File: src/icp_pkg.sv
// Shared types, constants and helpers of the inline color tag parser.
`default_nettype none
package icp_pkg;

  localparam int UNIT_W    = 16;
  localparam int COLOR_W   = 32;
  localparam int REP_W     = 16;
  localparam int WIN_LEN   = 10;
  localparam int FILL_W    = 4;
  localparam int OUT_TDATA_W = 72;

  localparam logic [UNIT_W-1:0] LBRACE  = 16'h007B;
  localparam logic [UNIT_W-1:0] RBRACE  = 16'h007D;
  localparam logic [UNIT_W-1:0] SPACE_U = 16'h0020;
  localparam logic [UNIT_W-1:0] CH_0    = 16'h0030;
  localparam logic [UNIT_W-1:0] CH_9    = 16'h0039;
  localparam logic [UNIT_W-1:0] CH_UA   = 16'h0041;
  localparam logic [UNIT_W-1:0] CH_UF   = 16'h0046;
  localparam logic [UNIT_W-1:0] CH_LA   = 16'h0061;
  localparam logic [UNIT_W-1:0] CH_LF   = 16'h0066;

  localparam logic [COLOR_W-1:0] DEFAULT_COLOR_RST = 32'hFFFF_FFFF;

  localparam logic KIND_TEXT   = 1'b0;
  localparam logic KIND_MARKER = 1'b1;

  typedef enum logic [3:0] {
    OP_NONE,
    OP_ACCEPT,
    OP_EMIT_SPACES,
    OP_SPACE_WRAP,
    OP_SPACE_ADD,
    OP_EMIT_CHAR,
    OP_TAG,
    OP_MARKER,
    OP_FLUSH
  } icp_op_t;

  typedef struct packed {
    icp_op_t op;
  } icp_cmd_t;

  typedef struct packed {
    logic fill_zero;
    logic head_brace;
    logic head_space;
    logic held_nz;
    logic held_cap;
    logic wait_more;
    logic tag_ok;
    logic end_flag;
    logic emit_ok;
    logic stg_valid;
    logic out_free;
  } icp_stat_t;

  typedef struct packed {
    logic               kind;
    logic [UNIT_W-1:0]  ch;
    logic [REP_W-1:0]   rep;
    logic [COLOR_W-1:0] color;
    logic               seg;
  } icp_res_t;

  // {valid, value} of one hex digit
  function automatic logic [4:0] hex_nib(input logic [UNIT_W-1:0] c);
    logic [UNIT_W-1:0] d;
    begin
      d = '0;
      if (c >= CH_0 && c <= CH_9) begin
        d = c - CH_0;
        hex_nib = {1'b1, d[3:0]};
      end else if (c >= CH_UA && c <= CH_UF) begin
        d = c - CH_UA + 16'd10;
        hex_nib = {1'b1, d[3:0]};
      end else if (c >= CH_LA && c <= CH_LF) begin
        d = c - CH_LA + 16'd10;
        hex_nib = {1'b1, d[3:0]};
      end else begin
        hex_nib = 5'b0;
      end
    end
  endfunction

endpackage
`default_nettype wire

File: src/icp_ctrl.sv
// Controller state machine of the inline color tag parser.
`default_nettype none
module icp_ctrl (
  input  wire logic             clk,
  input  wire logic             rst_n,
  input  wire logic             in_tvalid,
  output logic                  in_tready,
  input  wire icp_pkg::icp_stat_t stat,
  output icp_pkg::icp_cmd_t     cmd
);
  import icp_pkg::*;

  typedef enum logic [1:0] {S_IDLE, S_RESOLVE, S_END, S_FLUSH} state_t;

  state_t state_r, state_nxt;
  logic   rdy_r;
  icp_op_t op;

  assign in_tready = rdy_r;
  assign cmd.op    = op;

  always_comb begin
    state_nxt = state_r;
    op        = OP_NONE;
    unique case (state_r)
      S_IDLE: begin
        if (in_tvalid && rdy_r) begin
          op        = OP_ACCEPT;
          state_nxt = S_RESOLVE;
        end
      end
      S_RESOLVE: begin
        if (stat.fill_zero || (stat.head_brace && stat.wait_more)) begin
          state_nxt = stat.end_flag ? S_END : S_FLUSH;
        end else if (stat.head_brace && stat.tag_ok) begin
          op = OP_TAG;
        end else if (stat.head_space) begin
          if (!stat.held_cap) begin
            op = OP_SPACE_ADD;
          end else if (stat.emit_ok) begin
            op = OP_SPACE_WRAP;
          end
        end else if (stat.emit_ok) begin
          op = stat.held_nz ? OP_EMIT_SPACES : OP_EMIT_CHAR;
        end
      end
      S_END: begin
        if (stat.emit_ok) begin
          if (stat.held_nz) begin
            op = OP_EMIT_SPACES;
          end else begin
            op        = OP_MARKER;
            state_nxt = S_FLUSH;
          end
        end
      end
      S_FLUSH: begin
        if (!stat.stg_valid) begin
          state_nxt = S_IDLE;
        end else if (stat.out_free) begin
          op        = OP_FLUSH;
          state_nxt = S_IDLE;
        end
      end
      default: state_nxt = S_IDLE;
    endcase
  end

  always_ff @(posedge clk) begin
    if (!rst_n) begin
      state_r <= S_IDLE;
      rdy_r   <= 1'b1;
    end else begin
      state_r <= state_nxt;
      rdy_r   <= (state_nxt == S_IDLE);
    end
  end

endmodule
`default_nettype wire

File: src/icp_dp.sv
// Datapath of the inline color tag parser: window, color, space count, result staging.
`default_nettype none
module icp_dp #(
  parameter int HELD_BITS = 16
) (
  input  wire logic                       clk,
  input  wire logic                       rst_n,
  input  wire logic                       cfg_we,
  input  wire logic [icp_pkg::COLOR_W-1:0] cfg_wdata,
  input  wire logic [icp_pkg::UNIT_W-1:0]  in_unit,
  input  wire logic                       in_end,
  input  wire icp_pkg::icp_cmd_t          cmd,
  output icp_pkg::icp_stat_t              stat,
  output logic                            out_tvalid,
  input  wire logic                       out_tready,
  output logic [icp_pkg::OUT_TDATA_W-1:0] out_tdata,
  output logic                            out_tuser,
  output logic                            out_tlast
);
  import icp_pkg::*;

  localparam int WIN_W = WIN_LEN * UNIT_W;
  localparam logic [FILL_W-1:0] FILL_FULL = FILL_W'(WIN_LEN);
  localparam logic [FILL_W-1:0] FILL_SIX  = FILL_W'(8);

  logic [COLOR_W-1:0]   def_r, cur_r, cur_nxt;
  logic [HELD_BITS-1:0] held_r, held_nxt;
  logic [WIN_W-1:0]     win_r, win_nxt;
  logic [FILL_W-1:0]    fill_r, fill_nxt;
  logic                 sp_r, sp_nxt;
  logic                 in_str_r, in_str_nxt;
  logic                 end_r, end_nxt;
  logic                 stg_v_r, stg_v_nxt;
  icp_res_t             stg_r, stg_nxt;
  logic                 out_v_r, out_v_nxt;
  icp_res_t             out_r, out_nxt;
  logic                 last_r, last_nxt;

  logic [UNIT_W-1:0] head, w7, w9;
  logic [4:0]        nib [1:8];
  logic              hex6, hex8, len8, len6;
  logic [COLOR_W-1:0] tag_color;
  logic              emit, flush;
  icp_res_t          new_res;
  logic [FILL_W-1:0] drop_n;
  logic              out_free;

  assign head = win_r[0 +: UNIT_W];
  assign w7   = win_r[7*UNIT_W +: UNIT_W];
  assign w9   = win_r[9*UNIT_W +: UNIT_W];

  always_comb begin
    for (int k = 1; k <= 8; k++) begin
      nib[k] = hex_nib(win_r[k*UNIT_W +: UNIT_W]);
    end
  end

  assign hex6 = nib[1][4] & nib[2][4] & nib[3][4] & nib[4][4] & nib[5][4] & nib[6][4];
  assign hex8 = hex6 & nib[7][4] & nib[8][4];
  assign len8 = (fill_r == FILL_FULL) && (w9 == RBRACE);
  assign len6 = !len8 && (fill_r >= FILL_SIX) && (w7 == RBRACE);

  // eight digits are RRGGBBAA, six keep the default alpha
  always_comb begin
    if (len8) begin
      tag_color = {nib[7][3:0], nib[8][3:0], nib[1][3:0], nib[2][3:0],
                   nib[3][3:0], nib[4][3:0], nib[5][3:0], nib[6][3:0]};
    end else begin
      tag_color = {def_r[31:24], nib[1][3:0], nib[2][3:0], nib[3][3:0],
                   nib[4][3:0], nib[5][3:0], nib[6][3:0]};
    end
  end

  assign out_free = !out_v_r || out_tready;

  always_comb begin
    stat.fill_zero  = (fill_r == '0);
    stat.head_brace = (head == LBRACE);
    stat.head_space = (head == SPACE_U);
    stat.held_nz    = (held_r != '0);
    stat.held_cap   = (held_r == {HELD_BITS{1'b1}});
    stat.wait_more  = (fill_r < FILL_FULL) && !end_r;
    stat.tag_ok     = (len8 && hex8) || (len6 && hex6);
    stat.end_flag   = end_r;
    stat.emit_ok    = !stg_v_r || out_free;
    stat.stg_valid  = stg_v_r;
    stat.out_free   = out_free;
  end

  always_comb begin
    cur_nxt    = cur_r;
    held_nxt   = held_r;
    fill_nxt   = fill_r;
    sp_nxt     = sp_r;
    in_str_nxt = in_str_r;
    end_nxt    = end_r;
    win_nxt    = win_r;
    drop_n     = '0;
    emit       = 1'b0;
    flush      = 1'b0;
    new_res.kind  = KIND_TEXT;
    new_res.ch    = SPACE_U;
    new_res.rep   = REP_W'(held_r);
    new_res.color = cur_r;
    new_res.seg   = sp_r;

    case (cmd.op)
      OP_ACCEPT: begin
        if (!in_str_r) begin
          cur_nxt    = def_r;
          in_str_nxt = 1'b1;
        end
        for (int k = 0; k < WIN_LEN; k++) begin
          if (fill_r == FILL_W'(k)) begin
            win_nxt[k*UNIT_W +: UNIT_W] = in_unit;
          end
        end
        fill_nxt = fill_r + 1'b1;
        end_nxt  = in_end;
      end
      OP_EMIT_SPACES: begin
        emit     = 1'b1;
        held_nxt = '0;
        sp_nxt   = 1'b0;
      end
      OP_SPACE_WRAP: begin
        emit     = 1'b1;
        held_nxt = HELD_BITS'(1);
        sp_nxt   = 1'b0;
        drop_n   = FILL_W'(1);
      end
      OP_SPACE_ADD: begin
        held_nxt = held_r + 1'b1;
        drop_n   = FILL_W'(1);
      end
      OP_EMIT_CHAR: begin
        emit        = 1'b1;
        new_res.ch  = head;
        new_res.rep = REP_W'(1);
        sp_nxt      = 1'b0;
        drop_n      = FILL_W'(1);
      end
      OP_TAG: begin
        cur_nxt = tag_color;
        sp_nxt  = 1'b1;
        drop_n  = len8 ? FILL_W'(10) : FILL_W'(8);
      end
      OP_MARKER: begin
        emit          = 1'b1;
        new_res.kind  = KIND_MARKER;
        new_res.ch    = '0;
        new_res.rep   = '0;
        new_res.seg   = 1'b0;
        cur_nxt       = def_r;
        held_nxt      = '0;
        fill_nxt      = '0;
        sp_nxt        = 1'b1;
        in_str_nxt    = 1'b0;
        end_nxt       = 1'b0;
      end
      OP_FLUSH: flush = 1'b1;
      default: ;
    endcase

    // drop consumed units off the head of the window
    if (drop_n != '0) begin
      fill_nxt = fill_r - drop_n;
      if (drop_n == FILL_W'(1)) begin
        win_nxt = win_r >> UNIT_W;
      end else if (drop_n == FILL_W'(8)) begin
        win_nxt = win_r >> (8 * UNIT_W);
      end else begin
        // an eight-digit tag fills the whole window
        win_nxt = '0;
      end
    end
  end

  // Staging: a result is held back one step so run_last can be set on the final one
  always_comb begin
    out_v_nxt = out_v_r && !out_tready;
    out_nxt   = out_r;
    last_nxt  = last_r;
    stg_v_nxt = stg_v_r;
    stg_nxt   = stg_r;
    if (emit) begin
      if (stg_v_r) begin
        out_v_nxt = 1'b1;
        out_nxt   = stg_r;
        last_nxt  = 1'b0;
      end
      stg_nxt   = new_res;
      stg_v_nxt = 1'b1;
    end else if (flush) begin
      out_v_nxt = 1'b1;
      out_nxt   = stg_r;
      last_nxt  = 1'b1;
      stg_v_nxt = 1'b0;
    end
  end

  always_ff @(posedge clk) begin
    if (!rst_n) begin
      def_r    <= DEFAULT_COLOR_RST;
      cur_r    <= DEFAULT_COLOR_RST;
      held_r   <= '0;
      fill_r   <= '0;
      sp_r     <= 1'b1;
      in_str_r <= 1'b0;
      end_r    <= 1'b0;
      stg_v_r  <= 1'b0;
      out_v_r  <= 1'b0;
    end else begin
      if (cfg_we) begin
        def_r <= cfg_wdata;
      end
      cur_r    <= cur_nxt;
      held_r   <= held_nxt;
      fill_r   <= fill_nxt;
      sp_r     <= sp_nxt;
      in_str_r <= in_str_nxt;
      end_r    <= end_nxt;
      stg_v_r  <= stg_v_nxt;
      out_v_r  <= out_v_nxt;
    end
  end

  always_ff @(posedge clk) begin
    win_r  <= win_nxt;
    stg_r  <= stg_nxt;
    out_r  <= out_nxt;
    last_r <= last_nxt;
  end

  assign out_tvalid = out_v_r;
  assign out_tdata  = {7'b0, out_r.seg, out_r.color, out_r.rep, out_r.ch};
  assign out_tuser  = out_r.kind;
  assign out_tlast  = last_r;

endmodule
`default_nettype wire

File: src/inline_color_tag_parser_core.sv
// Top level of the inline color tag parser: controller and datapath.
`default_nettype none
// Inline color tag parser. Each request carries one UTF-16 code unit (tlast marks the
// final unit of a string). Tags {RRGGBB} and {RRGGBBAA} change the color and emit
// nothing; a '{' that does not open a valid tag is passed through as text, and the
// units behind it are examined again. A '{' is held until ten units are present or the
// string ends. Spaces are counted and emitted as runs, so spaces just before a tag take
// the new color. Each result is a character or a space run with its ARGB color, plus an
// end-of-string marker after the last unit of a string; tlast flags the last result
// caused by one input request. Each request is accepted, then the resolve sequencer
// steps through the window (a literal, a space or a whole tag at a time, with held
// spaces emitted before a literal), then any held-back result is flushed; at the
// end of a string the held spaces and the marker are emitted first. New requests are
// taken only in idle. Emitting steps stall while staging and output are both full.
module inline_color_tag_parser_core #(
  parameter int SPACE_COUNT_BITS = 16
) (
  input  wire logic        clk,
  input  wire logic        rst_n,
  // configuration: default color (ARGB)
  input  wire logic        cfg_we,
  input  wire logic [31:0] cfg_wdata,
  // input stream
  input  wire logic        in_tvalid,
  output logic             in_tready,
  input  wire logic [15:0] in_tdata,    // [15:0] code_unit
  input  wire logic        in_tlast,    // string_end
  // result stream
  output logic             out_tvalid,
  input  wire logic        out_tready,
  output logic [71:0]      out_tdata,   // [15:0] char_out, [31:16] repeat_count,
                                        // [63:32] color_argb, [64] segment_start
  output logic             out_tuser,   // kind
  output logic             out_tlast    // run_last
);
  import icp_pkg::*;

  // the held space count never needs more than the 16 bits of repeat_count
  localparam int HELD_BITS = (SPACE_COUNT_BITS < REP_W) ? SPACE_COUNT_BITS : REP_W;

  icp_cmd_t  cmd;
  icp_stat_t stat;

  // controller: walks the window one step per cycle unless a result cannot be staged
  icp_ctrl u_ctrl (
    .clk       (clk),
    .rst_n     (rst_n),
    .in_tvalid (in_tvalid),
    .in_tready (in_tready),
    .stat      (stat),
    .cmd       (cmd)
  );

  // datapath: window, colors, space count, result staging and output register
  icp_dp #(
    .HELD_BITS (HELD_BITS)
  ) u_dp (
    .clk        (clk),
    .rst_n      (rst_n),
    .cfg_we     (cfg_we),
    .cfg_wdata  (cfg_wdata),
    .in_unit    (in_tdata),
    .in_end     (in_tlast),
    .cmd        (cmd),
    .stat       (stat),
    .out_tvalid (out_tvalid),
    .out_tready (out_tready),
    .out_tdata  (out_tdata),
    .out_tuser  (out_tuser),
    .out_tlast  (out_tlast)
  );

endmodule
`default_nettype wire
File: config.mk
export PLATFORM = sky130hd
export DESIGN_NAME = inline_color_tag_parser_core
export DESIGN_NICKNAME = d
export VERILOG_FILES = /design/src/icp_pkg.sv /design/src/icp_ctrl.sv /design/src/icp_dp.sv /design/src/inline_color_tag_parser_core.sv
export SDC_FILE = /design/constraint.sdc
export NUM_CORES = 1
export LEC_CHECK = 0
export BUFFER_PORTS_ARGS = -buffer_cell sky130_fd_sc_hd__buf_2
export CAP_MARGIN = 10
export CORE_MARGIN = 3
export CORE_UTILIZATION = 60
export CTS_BUF_LIST = sky130_fd_sc_hd__clkbuf_4 sky130_fd_sc_hd__clkbuf_8 sky130_fd_sc_hd__clkbuf_16
export DETAILED_ROUTE_END_ITERATION = 8
export GPL_TIMING_DRIVEN = 0
export PLACE_DENSITY_LB_ADDON = 0.15
export SLEW_MARGIN = 15
export SYNTH_ARGS = -nofsm -noshare
export SYNTH_HDL_FRONTEND = slang
export SYNTH_HIERARCHICAL = 1
export SYNTH_SLANG_ARGS = --single-unit
File: constraint.sdc
create_clock -name clk -period 12.21 [get_ports clk]
set_input_delay 0.6105 -clock clk [delete_from_list [all_inputs] [get_ports clk]]
set_output_delay 0.6105 -clock clk [all_outputs]
set_load 0.1 [all_outputs]
==> flow_metrics.py <==
metrics = {
    "global_route": {
        "grt_remaining_overflow": 0,
        "antenna_found_initial": 0,
        "grt_max_degree": 27,
        "grt_pass1_vias": 10900,
        "grt_pass1_wl_um": 60800,
        "grt_use_total_pct": 26.9,
    },
    "route": {
        "avgRoutedWirePerCell_um": 21.9,
        "antenna_left": 0,
        "first_pass_iters": 5,
        "num_vias": 11500,
        "routed_via_density": 6.28,
        "drc_errors": 0,
        "first_iter_violations": 1100,
        "wl_um": 39900,
    },
    "setup_path": {
        "r2r-end": "u_dp/fill_r[3]",
        "start_kind": "flip-flop",
        "crit_path_start": "u_dp/win_r[76]",
        "setup.worst_path.end_class": "flip-flop",
        "reg2reg_depth": 17,
        "rrSetupSlack_ns": 6.00,
        "required_ns": 12.67,
        "path_max_fanout": 10,
        "cp.arrival_ns": 6.66,
        "worstSetupEndpoint": "u_dp/fill_r[3]",
        "r2r-start": "u_dp/win_r[76]",
        "critical_path_class": "flip-flop to flip-flop",
    },
    "synth": {
        "synth_area_leader_cell": "edfxtp_1",
        "yosysMostFrequentCell": "edfxtp_1",
        "synthTopCellsByArea": "edfxtp_1, dfxtp_1, a21o_1, ha_1, nand2_1",
        "avgSynthCellArea_um2": 12.8,
        "yosysWarnings": 6,
        "postSynthCellCount": 1286,
        "syn_area_um2": 16500,
        "ys_seq_area_share_pct": 64.7,
        "synth_seq_cells": 385,
        "synth_common_cells": "edfxtp_1, a21o_1, nand2_1",
        "synth_cell_types": 73,
        "synth-edff-count": 293,
        "yosys.area.top_type_share_pct": 53.5,
        "ys.flop_type": "edfxtp_1",
        "async_reset_ff_share_pct": 0,
    },
    "sta": {
        "tightest_slew_ns": 0.933,
        "setup_ws_ns": 6.00,
        "setup_violations": 0,
        "slew_viol_final": 0,
        "hold_viol_final": 0,
        "fin_skew_ns": 0.0230,
        "relSlewSlack_pct": 37.3,
        "period_share_pct": 50.8,
        "fmax_mhz": 161,
        "rsz0062_at_grt": "no",
        "min_period_ns": 6.21,
    },
    "final_layout": {
        "syn2layout_area_growth_pct": 15.4,
        "diodes": 0,
        "n_fill_cell": 1752,
        "layout.nets": 1545,
        "drive_above_1_share_pct": 15.8,
    },
    "min_path": {
        "hp-class": "input port to flip-flop",
    },
    "power_and_ir_drop": {
        "p_per_area_nw_per_um2": 302,
        "power.total_uw": 5730,
        "irDropWorstVdd_v": 0.000187,
        "p_leak_uw": 0.00742,
    },
    "die": {
        "rows": 59,
        "core_area_um2": 26500,
        "die_height_um": 172,
        "fp.dieW_um": 172,
        "io_pins": 130,
        "initial_utilization_pct": 62.1,
        "die_area_um2": 29400,
    },
    "place": {
        "gp_congestion": 0.933,
        "dp_hpwl_um": 28200,
        "io_buffer_count": 121,
        "post-place-ws_ns": 5.96,
    },
    "status": {
        "status": "completed",
    },
    "cts": {
        "cts_sinks": 385,
        "cts_tree": "built",
        "cts_made_buffers": 39,
        "cts_root_buf": "clkbuf_16",
        "htreeDepth": 2,
        "clkTransAtPathRegs_ns": 0.06,
        "cts_buffer_depth": 3,
        "clk_latency_ns": 0.53,
        "ctsResizeCount": 0,
        "post_cts_buffers": 0,
        "cts_hold_buf": 0,
    },
    "flow_run": {
        "cap_violations": 0,
    },
}
sequential cells by signal (all words and copies together) (netlist names), 2 cells and up:
signal          count
u_dp/stg_r         66
u_dp/cur_r         32
u_dp/out_tdata     65
u_dp/held_r        16
u_dp/fill_r         4
u_ctrl/state_r      2
u_dp/def_r         32
u_dp/win_r        160
routing by layer:
metal / GRT usage (%) / wire length [µm] / up-vias
met1: 38.3 / 17000 / 5603
met5: 0 / 0 / -
met2: 42.7 / 18300 / 558
met3: 3.98 / 3230 / 98
li1: - / - / 5196
met4: 9.52 / 1350 / 0
cell type report:
| cell class | count | area [µm²] | share of cell area [%] |
|---|---|---|---|
| plain buffers | 83 | 359 | 1.89 |
| clock buffers | 58 | 1180 | 6.21 |
| clock inverters | 13 | 161 | 0.850 |
| inverters | 36 | 135 | 0.712 |
| multi-input cells | 788 | 5370 | 28.3 |
| flip-flops and latches | 385 | 10600 | 56.1 |
| well taps | 335 | 419 | 2.21 |
| repair buffers | 125 | 716 | 3.77 |
worst min-delay path by stage:
stage / from / end / slack, ns / cells after the start
3_5_place_dp: u_dp/stg_r[39] / u_dp/out_tdata[22] / 0.40 / 0
3_3_place_gp: u_dp/stg_r[45] / u_dp/out_tdata[28] / 0.40 / 0
6_report: cfg_wdata[5] / u_dp/def_r[5] / 0.30 / 3
4_1_cts: cfg_wdata[5] / u_dp/def_r[5] / 0.29 / 3
2_1_floorplan: u_dp/stg_r[49] / u_dp/out_tdata[0] / 0.40 / 0
5_1_grt: cfg_wdata[6] / u_dp/def_r[6] / 0.29 / 3
power by group:
group | total [µW] | switching [µW] | internal [µW]
sequential | 2510 | 332 | 2180
combinational | 2010 | 1370 | 635
clock | 1220 | 480 | 737
total | 5730 | 2180 | 3550
metrics by stage:
stage	std cells	utilization (%)	TNS, ns	hold WS [ns]	cell area [µm²]
global placement	1748	66.0	-48.98	0.401	17500
floorplan	1292	-	0	0.400	16500
CTS	1823	71.6	0	0.290	19000
global route	1823	71.6	0	0.286	19000
finish	1823	71.6	0	0.296	19000
detailed placement	1752	66.5	0	0.405	17600
worst max-delay path, stage by stage, from the launching register on:
cell       delay [ns]
edfxtp_1         0.38
or4_1            0.54
nor4_2           0.61
o21ai_1          0.26
a211o_1          0.36
a2111oi_1        0.60
nand2_1          0.19
a21boi_1         0.17
o22ai_1          0.37
nand3b_1         0.13
a21oi_1          0.35
clkbuf_1         0.41
clkbuf_1         0.51
ha_1             0.30
o21ai_0          0.17
a221o_1          0.38
a32oi_1          0.19
o221a_2          0.20
kinds of logic (layout without fill, tap and decap cells):
| kind of cell | after synthesis | in the layout | share of synthesized area (%) |
|---|---|---|---|
| compound gates | 335 | 335 | 15.1 |
| xor+xnor | 20 | 20 | 1.06 |
| fa+ha+maj | 33 | 33 | 2.56 |
| buf+inv | 119 | 315 | 3.00 |
| flops | 385 | 385 | 64.7 |
| mux | 37 | 37 | 2.25 |
| other cells | 1 | 7 | 0.0228 |
| simple gates | 356 | 356 | 11.4 |
cell usage in the layout, fill, tap and decap left out, types with 33 or more instances in the layout:
cell type    n
clkbuf_1    63
mux2i_1     37
inv_1       34
edfxtp_1   293
a21oi_1     46
nand2_1    106
a21o_1     115
clkbuf_16   41
dfxtp_1     92
buf_2      126
nor2_1      57
a221o_1     33
Power figures use the tool's default switching activity.
